[config.mk]
export PLATFORM = sky130hd
export DESIGN_NAME = vps_div_stage
export DESIGN_NICKNAME = d
export VERILOG_FILES = /design/src/rtl/vps_pkg.sv /design/src/rtl/vps_div_stage.sv
export SDC_FILE = /design/constraint.sdc
export NUM_CORES = 1
export LEC_CHECK = 0
export ABC_AREA = 1
export BUFFER_PORTS_ARGS = -buffer_cell sky130_fd_sc_hd__buf_2
export CORE_AREA = 2 2 350 352
export DETAILED_ROUTE_END_ITERATION = 10
export DIE_AREA = 0 0 352 354
export GPL_TIMING_DRIVEN = 0
export PLACE_DENSITY = 0.38
export SLEW_MARGIN = 40
export SYNTH_ARGS = -nofsm -noshare
export SYNTH_HDL_FRONTEND = slang
export SYNTH_SLANG_ARGS = --single-unit
[constraint.sdc]
create_clock -name clk -period 29.1 [get_ports clk]
set_clock_uncertainty 0.2 [all_clocks]
set_input_delay 1.455 -clock clk [delete_from_list [all_inputs] [get_ports clk]]
set_output_delay 1.455 -clock clk [all_outputs]
set_load 0.02 [all_outputs]
[src/rtl/vps_pkg.sv]
`timescale 1ns / 1ps

package vps_pkg;

	// Register indexes of the configuration port.
	localparam logic [2:0] REG_WIN_WIDTH  = 3'd0;
	localparam logic [2:0] REG_WIN_HEIGHT = 3'd1;
	localparam logic [2:0] REG_TIME_STEP  = 3'd2;
	localparam logic [2:0] REG_GRAVITY_X  = 3'd3;
	localparam logic [2:0] REG_GRAVITY_Y  = 3'd4;

	// Reset values of the registers.
	localparam logic [15:0] WIN_WIDTH_RST  = 16'd800;
	localparam logic [15:0] WIN_HEIGHT_RST = 16'd600;
	localparam logic [15:0] TIME_STEP_RST  = 16'd1092;

	// Fixed-point layout: Q16.16, so force/mass needs a 48-bit quotient.
	localparam int FRAC_BITS = 16;
	localparam int QUOT_BITS = 48;

	// One axis inside the divider: sign and magnitude of the force,
	// partial remainder and quotient bits developed so far.
	typedef struct packed {
		logic        sgn;
		logic [31:0] mag;
		logic [31:0] rem;
		logic [47:0] quot;
	} dax_t;

	// Everything that travels through the divider stages.
	typedef struct packed {
		logic               locked;
		logic signed [31:0] lock_x;
		logic signed [31:0] lock_y;
		logic signed [31:0] prev_x;
		logic signed [31:0] prev_y;
		logic signed [31:0] cx;
		logic signed [31:0] cy;
		logic [30:0]        mass;
		dax_t               ax;
		dax_t               ay;
	} dpay_t;

	// Common fields behind the divider.
	typedef struct packed {
		logic               locked;
		logic signed [31:0] lock_x;
		logic signed [31:0] lock_y;
		logic signed [31:0] prev_x;
		logic signed [31:0] prev_y;
		logic signed [31:0] cx;
		logic signed [31:0] cy;
	} side_t;

endpackage

[src/rtl/vps_div_stage.sv]
`timescale 1ns / 1ps

// One quotient bit of force*2^16/mass for both axes, with its own
// pipeline register and a ready that lets bubbles collapse.
module vps_div_stage #(
	parameter int BIT = 0
) (
	input  logic           clk,
	input  logic           arst_n,
	input  logic           valid_i,
	input  vps_pkg::dpay_t data_i,
	output logic           ready_o,
	output logic           valid_o,
	output vps_pkg::dpay_t data_o,
	input  logic           ready_i
);
	import vps_pkg::*;

	logic  valid_s1;
	dpay_t data_s1;
	dpay_t nxt;
	logic  bx;
	logic  by;
	logic [31:0] tx;
	logic [31:0] ty;

	// Dividend bit for this stage; the low fraction bits are zero.
	generate
		if (BIT >= FRAC_BITS) begin : g_hi
			assign bx = data_i.ax.mag[BIT - FRAC_BITS];
			assign by = data_i.ay.mag[BIT - FRAC_BITS];
		end else begin : g_lo
			assign bx = 1'b0;
			assign by = 1'b0;
		end
	endgenerate

	// Restoring step: shift in the bit, subtract the mass when it fits.
	always_comb begin
		nxt = data_i;
		tx  = {data_i.ax.rem[30:0], bx};
		ty  = {data_i.ay.rem[30:0], by};
		if (tx >= {1'b0, data_i.mass}) begin
			nxt.ax.rem       = tx - {1'b0, data_i.mass};
			nxt.ax.quot[BIT] = 1'b1;
		end else begin
			nxt.ax.rem = tx;
		end
		if (ty >= {1'b0, data_i.mass}) begin
			nxt.ay.rem       = ty - {1'b0, data_i.mass};
			nxt.ay.quot[BIT] = 1'b1;
		end else begin
			nxt.ay.rem = ty;
		end
	end

	assign ready_o = !valid_s1 || ready_i;

	// Stage valid bit.
	always_ff @(posedge clk or negedge arst_n) begin
		if (!arst_n) begin
			valid_s1 <= 1'b0;
		end else if (ready_o) begin
			valid_s1 <= valid_i;
		end
	end

	// Stage payload.
	always_ff @(posedge clk) begin
		if (ready_o && valid_i) begin
			data_s1 <= nxt;
		end
	end

	assign valid_o = valid_s1;
	assign data_o  = data_s1;

endmodule

**Word level (Yosys, flattened, before mapping)**

Cells that the tools add are included.

- Bits in registers: 451
- Output and inout port bits: 452
- Logic and storage cells: 30

- Add/subtract/negate cells: 2
- Magnitude comparators: 2
- Multiplexer cells: 2
- Reduce and logical (&&, ||, !) cells: 3

Operator list:

| operator | count |
|---|---|
| 32-bit by 31-bit >= comparator with 1-bit output | 2 |
| 32-bit two-way mux | 2 |
| 32-bit by 31-bit subtractor with 32-bit output | 2 |
| 1-bit logical AND | 1 |
| 1-bit zero test | 1 |
| 1-bit logical OR | 1 |

**Depth between registers and ports, before layout**

- Depth after elaboration: 3
- Gate-level depth with buffers: 16

**Least setup slack after synthesis**

No wires, ideal clock.

- Kind: input -> register
- From: input port valid_i
- To: register data_s1, in the netlist data_o[0], enable pin
- Arrival: 23037 ps
- Required time: 27485 ps
- Path slack: 4447 ps
- Cell stages on the path: 2
- Buffers on the path: 0
- Cells stage by stage: inv_1 -> a21oi_1

- Word-level cells in the longest chain between the ends: 1

RTL lines:

| item | line | RTL |
|---|---|---|
| start, declared | vps_div_stage.sv:10 | `input logic valid_i,` |
| 1-bit logical AND | vps_div_stage.sv:70 | `if (ready_o && valid_i) begin` |
| end signal, assigned | vps_div_stage.sv:71 | `data_s1 <= nxt;` |
| end, declared | vps_div_stage.sv:20 | `dpay_t data_s1;` |

Every way passes these cells.
A chain may end at the register's enable or synchronous reset.

**Worst setup path in the final report**

- From: input port ready_i
- To: output port ready_o

- Word-level cells in the longest chain between the ends: 1

RTL lines:

| item | line | RTL |
|---|---|---|
| start, declared | vps_div_stage.sv:15 | `input logic ready_i` |
| 1-bit logical OR | vps_div_stage.sv:57 | `assign ready_o = !valid_s1 \|\| ready_i;` |
| end, declared | vps_div_stage.sv:12 | `output logic ready_o,` |

Every way passes these cells.

==> summary.md <==
| Metric | Value |
|---|---|
| Status | `complete, no violations` |
| Share of layout cells above drive strength 1 | `39.1%` |
| Flops & latches, synth | `451` |
| Final Hold Fails | `0` |
| Syn_area_per_cell | `11.4 um2` |
| Tightest Pin Transition | `0.478 ns` |
| Asr flop ratio synth | `0.222%` |
| FF/Latch Area | `13,500 um2` |
| Die Ht | `354 um` |
| Clock tree root driver cell | `clkbuf_16` |
| Fin cells | `4,403` |
| Most frequent cells after synthesis | `nand2_1 (605), edfxtp_1 (450), inv_1 (274)` |
| Final ANT Viol Nets | `0` |
| First-pass GRT wire length | `148,000 um` |
| Post-synth net total | `2,232` |
| Final setup fails | `0` |
| # DRC | `0` |
| Synth area leader | `edfxtp_1` |
| Maximum vdd drop | `0.0488 mV` |
| Period utilisation layout | `12.2%` |
| FMAX | `283 MHz` |
| RSZ-0062 raised after global routing | `no` |
| Synth top area share | `69.4%` |
| CP startpoint kind | `input port` |
| Mapped Area | `19,500 um2` |
| Pwr dens | `65.2 nW/um2` |
| Hpwl dp | `98,700 um` |
| Core area | `121,000 um2` |
| Worst setup EP type | `output port` |
| IO buf count | `903` |
| Cell Rows | `128` |
| IO Pins | `906` |
| Max cap viols | `0` |
| CTS Sinks | `451` |
| Wire length per cell | `25.8 um` |
| Synth cell types | `30` |
| CTS H-tree depth | `2` |
| Gr ovfl total | `0` |
| Filler Cell Count | `13,246` |
| Routed vias | `16,244` |
| Detailed Route Iter0 Violations | `874` |
| Die area | `125,000 um2` |
| Post-cts resize count | `0` |
| Primary FF master, synth | `edfxtp_1` |
| Period minus WS final | `3.54 ns` |
| Routability congestion estimate | `0.878` |
| Die Wd | `352 um` |
| Nets | `3,230` |
| Largest net degree at the start of global routing | `18` |
| DRT Pass-1 Iters | `6` |
| Crit Path Category | `in -> out` |
| EDFF count, synth | `450` |
| Post-Syn Instances | `1,714` |
| Clock buffer depth | `3` |
| Initial antenna violation count | `93` |
| Placed cells | `4,276` |
| Count leader, synth | `nand2_1` |
| Initial Utilization | `16.1%` |
| Area Overhead vs Synth | `47.7%` |
| Slew margin rel. | `68.1%` |
| Vias in the first global route | `16,447` |
| DR vias/cell | `3.69` |
| Synth warn | `0` |
| Total Routing Usage GR | `17.7%` |
| Routed wire length | `114,000 um` |
| Final Max Tran Viols | `0` |
| CP Max Fanout | `2` |
| Area of the multi-input gates | `4780 um2` |
| Leak pwr | `0.0133 uW` |
| Hold crit path type | `in -> async` |
| Hold buffer count at cts | `0` |
| CTS tree | `built` |
| Critical Path RT | `27.44 ns` |
| Worst-path clk slew | `0.06 ns` |
| Post-CTS Repair Setup Buffers | `0` |
| Area contributors post-synth | `edfxtp_1 (69%), nand2_1 (12%), inv_1 (5.3%)` |
| Clk Latency, worst-skew pair | `0.65 ns` |
| Final total power | `1880 uW` |
| TritonCTS Buffers | `59` |
| Sequential area share after synthesis | `69.5%` |
| Critical Path AT | `1.88 ns` |
[flip-flops by register name (all words and copies together), names as in the netlist]
register	cells
data_o	450
valid_o	1
[cell families after synthesis]
kind of cell	Yosys count	share of synthesized area (%)
and+or+nand+nor	834	17.7
DFF	451	69.5
xor gates and xnor gates	30	1.35
buffers and inverters	290	5.98
AOI/OAI and AO/OA	45	1.28
adders and majority gates	64	4.19
[cells in the final DEF (no fill, tap or decap), types with 5 or more instances in the layout]
cell type   count
a21oi_1        30
and2_1         10
buf_16         10
buf_2         903
buf_4           5
buf_6           8
buf_8          23
bufinv_16      10
clkbuf_1        6
clkbuf_16      59
clkinv_1       11
clkinv_2        9
clkinv_4        5
clkinvlp_4      5
diode_2        18
edfxtp_1      450
ha_1           62
inv_1         274
nand2_1       605
nand2_2        10
nand3_1        82
nand3b_1       10
nand4_1        12
nor2_1         78
nor2_2          9
nor3_1          7
o21ai_0         6
xor2_1         30
[report_power, final]
group          switching [uW]  total [uW]  internal [uW]
Sequential               10.4         777            767
Clock                     323         785            463
Combinational             214         315            100
[area by class of cell]
| cell class | instances | share of cell area [%] |
|---|---|---|
| multi-input cells | 973 | 16.6 |
| clock buffers | 65 | 5.21 |
| repair buffers | 937 | 17.9 |
| well taps | 1625 | 7.07 |
| inverters | 278 | 3.64 |
| clock inverters | 44 | 1.94 |
| plain buffers | 12 | 0.404 |
| diodes | 18 | 0.157 |
| flip-flops and latches | 451 | 47.0 |
[worst max-delay path, stage by stage]
cell,delay (ns)
buf_2,0.10
inv_1,0.10
nand2_1,0.07
buf_2,0.16
[per-stage QoR]
stage,TNS (ns),instance area [um2],utilization (%),setup slack [ns],hold slack [ns]
2_1_floorplan,0,19500,-,4.45,0.568
3_3_place_gp,-4457.31,26000,21.5,-10.01,0.313
3_5_place_dp,0,26700,22.1,24.87,0.398
4_1_cts,0,28700,23.8,25.56,0.326
5_1_grt,0,28700,23.8,25.43,0.327
6_report,0,28800,23.8,25.56,0.395
[layer usage]
layer | global-route usage, % | vias up | part of all wire, %
met3 | 7.96 | 166 | 11
met5 | 0 | - | 0.19
met2 | 31.0 | 657 | 50
met4 | 4.42 | 36 | 2.7
met1 | 19.2 | 7729 | 36
li1 | - | 7656 | -
[final timing paths]
kind | slack (ns) | cells past startpoint | start | to
hold / removal | 0.39 | 1 | arst_n | valid_o
hold reg to reg | 0.42 | 2 | valid_o | valid_o
setup / recovery | 25.56 | 4 | ready_i | ready_o
setup reg to reg | 26.28 | 9 | valid_o | data_o[132]
max in group asynchronous | 28.21 | 1 | arst_n | valid_o
min in group clk | 0.42 | 2 | valid_o | valid_o
Power figures use the tool's default switching activity.
